<file path="src/rtl/ffha_pkg.sv">
// ffha_pkg: command and status codes and the field width for the first-fit heap allocator.
// Depends on nothing; used by the allocator top level and its checker.
`timescale 1ns / 1ps

package ffha_pkg;

    localparam int FIELD_W = 24;

    localparam logic [1:0] CMD_ALLOC   = 2'd0;
    localparam logic [1:0] CMD_FREE    = 2'd1;
    localparam logic [1:0] CMD_REALLOC = 2'd2;

    localparam logic [1:0] STATUS_OK       = 2'd0;
    localparam logic [1:0] STATUS_NULL     = 2'd1;
    localparam logic [1:0] STATUS_NO_SPACE = 2'd2;
    localparam logic [1:0] STATUS_INVALID  = 2'd3;

endpackage

</file>
<file path="src/rtl/first_fit_heap_allocator.sv">
// first_fit_heap_allocator: first-fit heap block table with break pointer, no split or coalesce.
// Depends on ffha_pkg and ffha_ram (block table storage).
`timescale 1ns / 1ps
//
//  channel | direction | handshake            | payload
//  --------+-----------+----------------------+------------------------------------------------
//  s_      | in        | s_valid / s_ready    | command, request_size, block_address
//  m_      | out       | m_valid / m_ready    | result_address, status, moved, copy_length
//  cfg_    | in        | cfg_wr_en (no wait)  | heap_limit
//
//  One command at a time: the table is scanned after accept, and the result is registered in the decide state.
//  s_ready returns with the result, or in the cycle after it when reallocate moves a block.
//  The table scan reads one entry per cycle from the single read port of the table RAM.
//  Reset clears the entry count, the break and the output valid; the table is not cleared.
//  s_ready is high only between commands; a command may be taken while a result waits,
//  and the next result is held back until m_ready drains the output register.

module first_fit_heap_allocator #(
    parameter int MAX_BLOCKS   = 64,
    parameter int HEADER_BYTES = 24,
    parameter int ADDRESS_BITS = 24
) (
    input  logic                         aclk,
    input  logic                         aresetn,

    input  logic                         cfg_wr_en,
    input  logic [ffha_pkg::FIELD_W-1:0] cfg_wr_data,

    input  logic                         s_valid,
    output logic                         s_ready,
    input  logic [1:0]                   s_command,
    input  logic [ffha_pkg::FIELD_W-1:0] s_request_size,
    input  logic [ffha_pkg::FIELD_W-1:0] s_block_address,

    output logic                         m_valid,
    input  logic                         m_ready,
    output logic [ffha_pkg::FIELD_W-1:0] m_result_address,
    output logic [1:0]                   m_status,
    output logic                         m_moved,
    output logic [ffha_pkg::FIELD_W-1:0] m_copy_length
);

    localparam int FW = ffha_pkg::FIELD_W;
    localparam int BW = (ADDRESS_BITS < FW) ? ADDRESS_BITS : FW;
    localparam int IW = $clog2(MAX_BLOCKS);
    localparam int CW = $clog2(MAX_BLOCKS + 1);
    localparam int NW = FW + 2;
    localparam int EW = BW + FW + 1;
    localparam logic [63:0]   ADDR_MAX  = (64'd1 << ADDRESS_BITS) - 64'd1;
    localparam logic [CW-1:0] MAX_COUNT = CW'(MAX_BLOCKS);

    localparam logic [1:0] ST_IDLE    = 2'd0;
    localparam logic [1:0] ST_SCAN    = 2'd1;
    localparam logic [1:0] ST_DECIDE  = 2'd2;
    localparam logic [1:0] ST_RELEASE = 2'd3;

    typedef struct packed {
        logic [BW-1:0] start;
        logic [FW-1:0] size;
        logic          free_mark;
    } entry_t;

    logic [1:0]    state_reg, state_next;
    logic [1:0]    cmd_reg, cmd_next;
    logic [FW-1:0] size_reg, size_next;
    logic [FW-1:0] addr_reg, addr_next;
    logic [CW-1:0] rd_ptr_reg, rd_ptr_next;
    logic          pend_reg, pend_next;
    logic [IW-1:0] data_idx_reg, data_idx_next;
    logic          found_reg, found_next;
    logic [IW-1:0] find_idx_reg, find_idx_next;
    logic [FW-1:0] find_size_reg, find_size_next;
    logic          find_free_reg, find_free_next;
    logic          fit_found_reg, fit_found_next;
    logic [IW-1:0] fit_idx_reg, fit_idx_next;
    logic [BW-1:0] fit_start_reg, fit_start_next;
    logic [FW-1:0] fit_size_reg, fit_size_next;
    logic [CW-1:0] count_reg, count_next;
    logic [BW-1:0] break_reg, break_next;
    logic [FW-1:0] limit_reg, limit_next;
    logic          m_valid_reg, m_valid_next;
    logic [FW-1:0] res_addr_reg, res_addr_next;
    logic [1:0]    status_reg, status_next;
    logic          moved_reg, moved_next;
    logic [FW-1:0] copy_reg, copy_next;

    logic          ram_wr_en;
    logic [IW-1:0] ram_wr_addr;
    entry_t        ram_wr_data;
    logic          ram_rd_en;
    entry_t        ram_rd_data;

    logic          out_free;
    logic [NW-1:0] start_sum;
    logic [NW-1:0] next_break;
    logic          append_ok;
    logic          alloc_mode;
    logic          old_valid;

    ffha_ram #(
        .WIDTH (EW),
        .DEPTH (MAX_BLOCKS)
    ) u_table (
        .aclk    (aclk),
        .wr_en   (ram_wr_en),
        .wr_addr (ram_wr_addr),
        .wr_data (ram_wr_data),
        .rd_en   (ram_rd_en),
        .rd_addr (rd_ptr_reg[IW-1:0]),
        .rd_data (ram_rd_data)
    );

    assign s_ready          = (state_reg == ST_IDLE);
    assign m_valid          = m_valid_reg;
    assign m_result_address = res_addr_reg;
    assign m_status         = status_reg;
    assign m_moved          = moved_reg;
    assign m_copy_length    = copy_reg;

    assign out_free   = !m_valid_reg || m_ready;
    assign ram_rd_en  = (state_reg == ST_SCAN) && (rd_ptr_reg < count_reg);
    assign start_sum  = NW'(break_reg) + NW'(HEADER_BYTES);
    assign next_break = start_sum + NW'(size_reg);
    assign append_ok  = (count_reg < MAX_COUNT) && !(next_break > NW'(limit_reg))
                        && !(64'(next_break) > ADDR_MAX);
    assign old_valid  = found_reg && !find_free_reg;
    assign alloc_mode = (cmd_reg == ffha_pkg::CMD_ALLOC)
                        || ((cmd_reg == ffha_pkg::CMD_REALLOC) && (addr_reg == '0))
                        || ((cmd_reg == ffha_pkg::CMD_REALLOC) && old_valid
                            && (find_size_reg < size_reg));

    always_comb begin
        state_next     = state_reg;
        cmd_next       = cmd_reg;
        size_next      = size_reg;
        addr_next      = addr_reg;
        rd_ptr_next    = rd_ptr_reg;
        pend_next      = 1'b0;
        data_idx_next  = rd_ptr_reg[IW-1:0];
        found_next     = found_reg;
        find_idx_next  = find_idx_reg;
        find_size_next = find_size_reg;
        find_free_next = find_free_reg;
        fit_found_next = fit_found_reg;
        fit_idx_next   = fit_idx_reg;
        fit_start_next = fit_start_reg;
        fit_size_next  = fit_size_reg;
        count_next     = count_reg;
        break_next     = break_reg;
        limit_next     = cfg_wr_en ? cfg_wr_data : limit_reg;
        m_valid_next   = m_valid_reg && !m_ready;
        res_addr_next  = res_addr_reg;
        status_next    = status_reg;
        moved_next     = moved_reg;
        copy_next      = copy_reg;
        ram_wr_en      = 1'b0;
        ram_wr_addr    = fit_idx_reg;
        ram_wr_data    = '{start: fit_start_reg, size: fit_size_reg, free_mark: 1'b0};

        case (state_reg)
            ST_IDLE: begin
                if (s_valid) begin
                    cmd_next       = s_command;
                    size_next      = s_request_size;
                    addr_next      = s_block_address;
                    rd_ptr_next    = '0;
                    found_next     = 1'b0;
                    fit_found_next = 1'b0;
                    state_next     = ST_SCAN;
                end
            end
            ST_SCAN: begin
                if (ram_rd_en) begin
                    rd_ptr_next = rd_ptr_reg + CW'(1);
                    pend_next   = 1'b1;
                end
                if (pend_reg) begin
                    if (FW'(ram_rd_data.start) == addr_reg) begin
                        found_next     = 1'b1;
                        find_idx_next  = data_idx_reg;
                        find_size_next = ram_rd_data.size;
                        find_free_next = ram_rd_data.free_mark;
                    end
                    if (!fit_found_reg && ram_rd_data.free_mark
                            && (ram_rd_data.size >= size_reg)) begin
                        fit_found_next = 1'b1;
                        fit_idx_next   = data_idx_reg;
                        fit_start_next = ram_rd_data.start;
                        fit_size_next  = ram_rd_data.size;
                    end
                end
                if (!ram_rd_en && !pend_reg) begin
                    state_next = ST_DECIDE;
                end
            end
            ST_DECIDE: begin
                if (out_free) begin
                    m_valid_next  = 1'b1;
                    res_addr_next = '0;
                    status_next   = ffha_pkg::STATUS_OK;
                    moved_next    = 1'b0;
                    copy_next     = '0;
                    state_next    = ST_IDLE;
                    if (alloc_mode) begin
                        if (size_reg == '0) begin
                            status_next = ffha_pkg::STATUS_NULL;
                        end else if (fit_found_reg) begin
                            ram_wr_en     = 1'b1;
                            res_addr_next = FW'(fit_start_reg);
                        end else if (append_ok) begin
                            ram_wr_en     = 1'b1;
                            ram_wr_addr   = count_reg[IW-1:0];
                            ram_wr_data   = '{start: start_sum[BW-1:0], size: size_reg,
                                              free_mark: 1'b0};
                            count_next    = count_reg + CW'(1);
                            break_next    = next_break[BW-1:0];
                            res_addr_next = FW'(start_sum[BW-1:0]);
                        end else begin
                            status_next = ffha_pkg::STATUS_NO_SPACE;
                        end
                        if ((cmd_reg == ffha_pkg::CMD_REALLOC) && (addr_reg != '0)
                                && (size_reg != '0) && (fit_found_reg || append_ok)) begin
                            moved_next = 1'b1;
                            copy_next  = find_size_reg;
                            state_next = ST_RELEASE;
                        end
                    end else begin
                        case (cmd_reg)
                            ffha_pkg::CMD_FREE: begin
                                if (addr_reg != '0) begin
                                    if (old_valid) begin
                                        ram_wr_en   = 1'b1;
                                        ram_wr_addr = find_idx_reg;
                                        ram_wr_data = '{start: addr_reg[BW-1:0],
                                                        size: find_size_reg,
                                                        free_mark: 1'b1};
                                    end else begin
                                        status_next = ffha_pkg::STATUS_INVALID;
                                    end
                                end
                            end
                            ffha_pkg::CMD_REALLOC: begin
                                if (old_valid) begin
                                    res_addr_next = addr_reg;
                                end else begin
                                    status_next = ffha_pkg::STATUS_INVALID;
                                end
                            end
                            default: begin
                                status_next = ffha_pkg::STATUS_OK;
                            end
                        endcase
                    end
                end
            end
            ST_RELEASE: begin
                ram_wr_en   = 1'b1;
                ram_wr_addr = find_idx_reg;
                ram_wr_data = '{start: addr_reg[BW-1:0], size: find_size_reg, free_mark: 1'b1};
                state_next  = ST_IDLE;
            end
            default: begin
                state_next = ST_IDLE;
            end
        endcase
    end

    always_ff @(posedge aclk) begin
        if (!aresetn) begin
            state_reg   <= ST_IDLE;
            pend_reg    <= 1'b0;
            count_reg   <= '0;
            break_reg   <= '0;
            limit_reg   <= '1;
            m_valid_reg <= 1'b0;
        end else begin
            state_reg   <= state_next;
            pend_reg    <= pend_next;
            count_reg   <= count_next;
            break_reg   <= break_next;
            limit_reg   <= limit_next;
            m_valid_reg <= m_valid_next;
        end
    end

    always_ff @(posedge aclk) begin
        cmd_reg       <= cmd_next;
        size_reg      <= size_next;
        addr_reg      <= addr_next;
        rd_ptr_reg    <= rd_ptr_next;
        data_idx_reg  <= data_idx_next;
        found_reg     <= found_next;
        find_idx_reg  <= find_idx_next;
        find_size_reg <= find_size_next;
        find_free_reg <= find_free_next;
        fit_found_reg <= fit_found_next;
        fit_idx_reg   <= fit_idx_next;
        fit_start_reg <= fit_start_next;
        fit_size_reg  <= fit_size_next;
        res_addr_reg  <= res_addr_next;
        status_reg    <= status_next;
        moved_reg     <= moved_next;
        copy_reg      <= copy_next;
    end

endmodule

</file>
<file path="src/rtl/ffha_ram.sv">
// ffha_ram: generic single-write, single-read synchronous RAM with registered read data.
// Self-contained; holds the block table of the allocator.
`timescale 1ns / 1ps

module ffha_ram #(
    parameter int WIDTH = 8,
    parameter int DEPTH = 16
) (
    input  logic                     aclk,
    input  logic                     wr_en,
    input  logic [$clog2(DEPTH)-1:0] wr_addr,
    input  logic [WIDTH-1:0]         wr_data,
    input  logic                     rd_en,
    input  logic [$clog2(DEPTH)-1:0] rd_addr,
    output logic [WIDTH-1:0]         rd_data
);

    logic [WIDTH-1:0] mem [DEPTH];

    always_ff @(posedge aclk) begin
        if (wr_en) begin
            mem[wr_addr] <= wr_data;
        end
        if (rd_en) begin
            rd_data <= mem[rd_addr];
        end
    end

endmodule

</file>
<file path="config.mk">
export PLATFORM = sky130hd
export DESIGN_NAME = first_fit_heap_allocator
export DESIGN_NICKNAME = d
export VERILOG_FILES = /design/src/rtl/ffha_pkg.sv /design/src/rtl/first_fit_heap_allocator.sv /design/src/rtl/ffha_ram.sv
export SDC_FILE = /design/constraint.sdc
export NUM_CORES = 2
export LEC_CHECK = 0
export BUFFER_PORTS_ARGS = -buffer_cell sky130_fd_sc_hd__buf_2
export CORE_UTILIZATION = 55
export CTS_CLUSTER_DIAMETER = 30
export DETAILED_ROUTE_END_ITERATION = 10
export PLACE_DENSITY = 0.71
export SLEW_MARGIN = 25
export SYNTH_ARGS = -nofsm -noshare
export SYNTH_HDL_FRONTEND = slang
export SYNTH_SLANG_ARGS = --single-unit
</file>
<file path="constraint.sdc">
create_clock -name aclk -period 13.2 [get_ports aclk]
set_clock_uncertainty 0.05 [all_clocks]
set_input_delay 1.98 -clock aclk [delete_from_list [all_inputs] [get_ports aclk]]
set_output_delay 1.98 -clock aclk [all_outputs]
set_load 0.005 [all_outputs]
</file>
Word level (Yosys, flattened, before mapping)

Memory sizes are Yosys's and may differ from the RTL's. A register that Yosys moved wholly into a read port is not among the register bits.
Index checks and enable logic that the tools add are counted.
W data, S select, Z words.

Flip-flop bits (word level): 260
Latch bits: 0
Bits in writable memories: 3136
Memory bits (read-only): 0
Input bits: 79
Output and inout bits: 53
Word-level logic and storage cells: 155
Memories kept: 1

Memory list:

| memory      | words | width | read ports | clocked after Yosys merged registers in | write ports | RTL line       | source |
|---|---|---|---|---|---|---|---|
| u_table.mem | 64    | 49    | 1          | 1                                       | 1           | ffha_ram.sv:18 | `logic [WIDTH-1:0] mem [DEPTH];` |

Add/subtract/negate cells: 4
Multiply operators: 0
Div/mod/pow operators: 0
Order comparisons: 6
Equality and inequality tests: 13
Shift operators: 0
Muxes and demuxes: 62
Bitwise gates (word level): 2
Reductions and logical operators: 44

Operator list:

| cell                    | count |
|---|---|
| $mux W49                | 8 |
| $mux W24                | 6 |
| $pmux W49 S2            | 1 |
| $logic_not A24 Y1       | 2 |
| $mux W6                 | 8 |
| $reduce_bool A24 Y1     | 2 |
| $add A25 B24 Y26        | 1 |
| $gt A26 B24 Y1          | 1 |
| $gt A26 B24 Y1 const B  | 1 |
| $add A24 B5 Y25 const B | 1 |
| $eq A24 B24 Y1          | 1 |
| $ge A24 B24 Y1          | 1 |
| $lt A24 B24 Y1          | 1 |
| $mux W2                 | 11 |
| $mux W1                 | 19 |
| $add A7 B1 Y7 const B   | 2 |
| $logic_and A1 B1 Y1     | 14 |
| $mux W7                 | 2 |
| $pmux W7 S2             | 1 |
| $pmux W6 S2             | 1 |
| $reduce_and A3 Y1       | 4 |
| $logic_not A1 Y1        | 8 |
| $ne A2 B2 Y1 const B    | 4 |
| $pmux W2 S4             | 1 |
| 14 further kinds        | 30 |

Depth between registers and ports, before layout

Depth in word-level cells: 14
Depth in mapped cells: 28
Mapped depth without buffers: 26

By module

A second synthesis with hierarchy kept.

Cell total of the unflattened synthesis: 6711
Area, all modules: 135610.1 um^2

Modules (own cells, without submodules):

| module                   | instances | cells each | area an instance (um^2) | seq. area each (um^2) |
|---|---|---|---|---|
| ffha_ram                 | 1         | 5311       | 120797.1                | 95641.7 |
| first_fit_heap_allocator | 1         | 1400       | 14813.0                 | 7156.9 |

Worst setup path after synthesis

OpenSTA, ideal clock, no wires.

Path kind: register to register
Start point: register break_reg[3]
End point: memory u_table.mem[52][0] (netlist bit), enable pin
Library setup time: 0.577 ns
Arrival: 10.139 ns
Required time: 12.573 ns
Path slack: 2.434 ns
Stages on the path, launching flop included: 26
Buffers on the path: 0
Period minus slack after synthesis: 10.766 ns
Cell sequence: dfxtp_1 inv_1 ha_1 nor2_1 nand2_1 nor3_1 nand4_1 xnor2_1 ha_1 a21oi_1 o21ai_0 a221oi_2 o21bai_1 a21oi_1 xnor2_1 ha_1 a211oi_1 o21ai_0 a2111oi_2 o221ai_1 a21oi_2 nand2_2 o311a_1 a311oi_2 nand3_2 nor4_1

Word-level cells in the longest chain between the ends: 14
Elaborated cells on any way between the ends: 22
Classes of those cells: add/sub (2); order compare (2); mux (14); reduce/logical (4)

RTL lines:

| what                          | RTL line                        | source |
|---|---|---|
| start, declared               | first_fit_heap_allocator.sv:79  | `logic [BW-1:0] break_reg, break_next;` |
| start signal, assigned        | first_fit_heap_allocator.sv:280 | `break_reg <= break_next;` |
| $add A24 B5 Y25 (*)           | first_fit_heap_allocator.sv:122 | `assign start_sum = NW'(break_reg) + NW'(HEADER_BYTES);` |
| $add A25 B24 Y26 (*)          | first_fit_heap_allocator.sv:123 | `assign next_break = start_sum + NW'(size_reg);` |
| net next_break[23]            | first_fit_heap_allocator.sv:95  | `logic [NW-1:0] next_break;` |
| $gt A26 B24 Y1                | first_fit_heap_allocator.sv:124 | `assign append_ok = (count_reg < MAX_COUNT) && !(next_break > NW'(limit_reg))` |
| $logic_not A1 Y1              | first_fit_heap_allocator.sv:124 |  |
| $logic_and A1 B1 Y1           | first_fit_heap_allocator.sv:124 |  |
| $logic_and A1 B1 Y1 (*)       | first_fit_heap_allocator.sv:125 | `&& !(64'(next_break) > ADDR_MAX);` |
| $mux W1                       | first_fit_heap_allocator.sv:210 | `end else if (append_ok) begin` |
| $mux W1                       | first_fit_heap_allocator.sv:207 | `end else if (fit_found_reg) begin` |
| $mux W1                       | first_fit_heap_allocator.sv:205 | `if (size_reg == '0) begin` |
| $mux W1                       | first_fit_heap_allocator.sv:204 | `if (alloc_mode) begin` |
| $mux W1                       | first_fit_heap_allocator.sv:197 | `if (out_free) begin` |
| $pmux W1 S2                   | first_fit_heap_allocator.sv:160 | `case (state_reg)` |
| $mux W1                       | ffha_ram.sv:21                  | `if (wr_en) begin` |
| $mux W1 (implied by the code) | ffha_ram.sv:22                  | `mem[wr_addr] <= wr_data;` |
| end, declared                 | ffha_ram.sv:18                  |  |

The timed path passes the listed nets; every way through them passes the cells marked *.

Final worst setup path

Start point: register break_reg[3]
End point: memory u_table.mem[46][9] (netlist bit), enable pin

Same word-level chain as after synthesis.

==> out/metrics.yaml <==
seq_area_frac_synth_pct: 76.3
dp_hpwl_mm: 202
synth_area_leaders: "edfxtp_1, mux4_2, ha_1"
synthFlopType: "edfxtp_1"
synth_area_um2: 135000
crit_fanout: 28
status: "completed"
p_per_area_nw_per_um2: 222
synth_top_area_share_pct: 75.4
start_util_pct: 55.4
nets: 6746
cp-start-kind: "flop"
cts_tree: "yes"
clock_sinks: 3445
largest_register_ffs: 3136
dp_cells: 9183
finalSetupViolations: 0
syn_area_per_cell_um2: 22.7
ios: 132
rsz0062_at_grt: "false"
die_h_um: 497
synth-seq-cells: 3445
grt_pass1_wl_mm: 544
routabilityCongestion: 0.934
wirelength_mm: 385
ant_nets: 0
ir_drop_uv: 185
rows: 181
hold_depth: 0
yosysWarningCount: 0
viasPerCell: 6.87
p_leak_nw: 51.5
power_mw: 35.6
die_area_um2: 247000
cts.path.max_buffers: 4
fmax_ghz: 0.103
coreArea_um2: 243000
cts_resized: 0
finalHoldViolations: 0
relSlewSlack_pct: 25.6
drv_cap: 0
portBuffers: 131
dr.pass1.iters: 6
antenna_found_initial: 27
drv_slew: 0
clock_latency_ps: 970
drc: 0
criticalPathCategory: "reg -> reg"
endpoint_kind: "flop"
root_buffer: "clkbuf_16"
synth_top_cell_by_area: "edfxtp_1"
synth-async-reset-ratio_pct: 0
tightest_slew_ps: 1120
required_ps: 13730
final.setup.tns_ps: 0
period_share_pct: 73.9
drt_iter0_markers: 10200
die_w_um: 497
syn_inst: 5944
vias: 70300
fin_util_pct: 66.0
grt_remaining_overflow: 0
drive_gt1_share_pct: 34.6
postCtsHoldBufs: 0
post-cts-setup-buffers: 0
syn2layout_area_growth_pct: 19.2
synth.net_count: 6131
final_cells: 10200
yosysMostFrequentCell: "edfxtp_1"
finalCriticalPeriod_ps: 9750
top_register: "u_table.mem"
htreeDepth: 6
wl_per_cell_um: 37.6
slowest_stage: "nor2_4"
critPathArrivalTime_ps: 10290
synthTopCellsByCount: "edfxtp_1, mux4_2, clkbuf_1, nor2_1, nand2_1"
crit_top_cell: "ha_1"
grt_max_degree: 128
r2r.worst_path.cells: 26
min_path_type: "reg -> reg"
nFillCells: 14500
grt_usage_pct: 31.4
largestRegisters: "u_table.mem x3136, u_table.rd_data x49"
clk_pin_slew_ps: 50
synth_edf_count: 3380
ys_types: 76
cts_made_buffers: 575
cp_slowest_stage_delay_ps: 1150
grt_pass1_vias: 71600
-- stage by stage --
step | area (um^2) | worst slack [ps] | hold slack [ps]
floorplan | 135000 | 2430 | 325
global placement | 141000 | 3680 | 358
detailed placement | 141000 | 3730 | 362
CTS | 160000 | 3550 | 389
global route | 160000 | 2980 | 395
finish | 160000 | 3450 | 383
-- cells in the final DEF, fill, tap and decap left out, types with 27 or more instances in the layout --
cell type / synthesis / routed
clkinv_1: 1 / 68
clkinv_2: 0 / 90
o211ai_1: 27 / 27
and2_1: 36 / 36
a22oi_1: 63 / 63
bufinv_16: 0 / 68
nor2_1: 162 / 100
nand3_1: 35 / 35
clkinvlp_4: 0 / 62
clkbuf_16: 0 / 586
nand2_1: 133 / 132
buf_4: 1 / 181
inv_1: 87 / 85
o21ai_0: 84 / 54
inv_6: 0 / 52
ha_1: 107 / 107
dfxtp_1: 65 / 65
o221ai_1: 42 / 42
a21oi_1: 51 / 49
mux4_2: 1029 / 1029
edfxtp_1: 3380 / 3380
nor2_4: 0 / 62
buf_2: 10 / 130
clkbuf_1: 206 / 51
clkinv_4: 0 / 34
xnor2_1: 50 / 50
o21ai_4: 0 / 42
nand4_1: 31 / 31
-- area by class of cell --
type | instances | area [um^2] | area share, %
sequential | 3445 | 103000 | 64.1
multi-input combinational | 2117 | 31600 | 19.7
clock buffer | 639 | 14900 | 9.27
clock inverter | 398 | 4390 | 2.74
tap | 3202 | 4010 | 2.50
timing repair buffer | 332 | 2490 | 1.55
inverter | 88 | 333 | 0.207
antenna | 8 | 20.0 | 0.0125
-- per-layer routing --
metal | up-vias | part of all wire (%) | GRT usage, %
met1 | 37200 | 36 | 42.1
met3 | 919 | 12 | 8.60
met5 | - | 0.029 | 0
met2 | 5379 | 48 | 49.0
li1 | 26800 | - | -
met4 | 16 | 4.4 | 13.3
-- logic make-up after synthesis --
logic type	count (synthesis)	share of synthesized area, %
mux	1035	17.3
flops	3445	76.3
compound gates	414	2.15
buf+inv	382	1.08
xor+xnor	73	0.475
fa+ha+maj	108	1.01
simple gates	487	1.71
-- worst max-delay path, delay by kind of cell, from the launching register on --
family                     cells  cell delay [ps]
xor gates and xnor gates       2              510
AOI/OAI and AO/OA             11             2860
and+or+nand+nor                8             3880
buffers and inverters          2              740
DFF                            1              390
adders and majority gates      3              910
-- final timing paths --
path	start	to	slack, ps
max	break_reg[3]	u_table.mem[46][9]	3450
min	data_idx_reg[4]	find_idx_reg[4]	380
min reg2reg	data_idx_reg[4]	find_idx_reg[4]	380
max reg2reg	break_reg[3]	u_table.mem[46][9]	3450
-- power by group --
group | internal, mW | switching [mW] | total (mW) | leakage [nW]
sequential | 12.9 | 0.186 | 13.0 | 31.0
clock | 9.53 | 5.38 | 14.9 | 9.29
combinational | 3.12 | 4.50 | 7.62 | 11.2
Note: power is estimated with default switching activity, not from simulation.
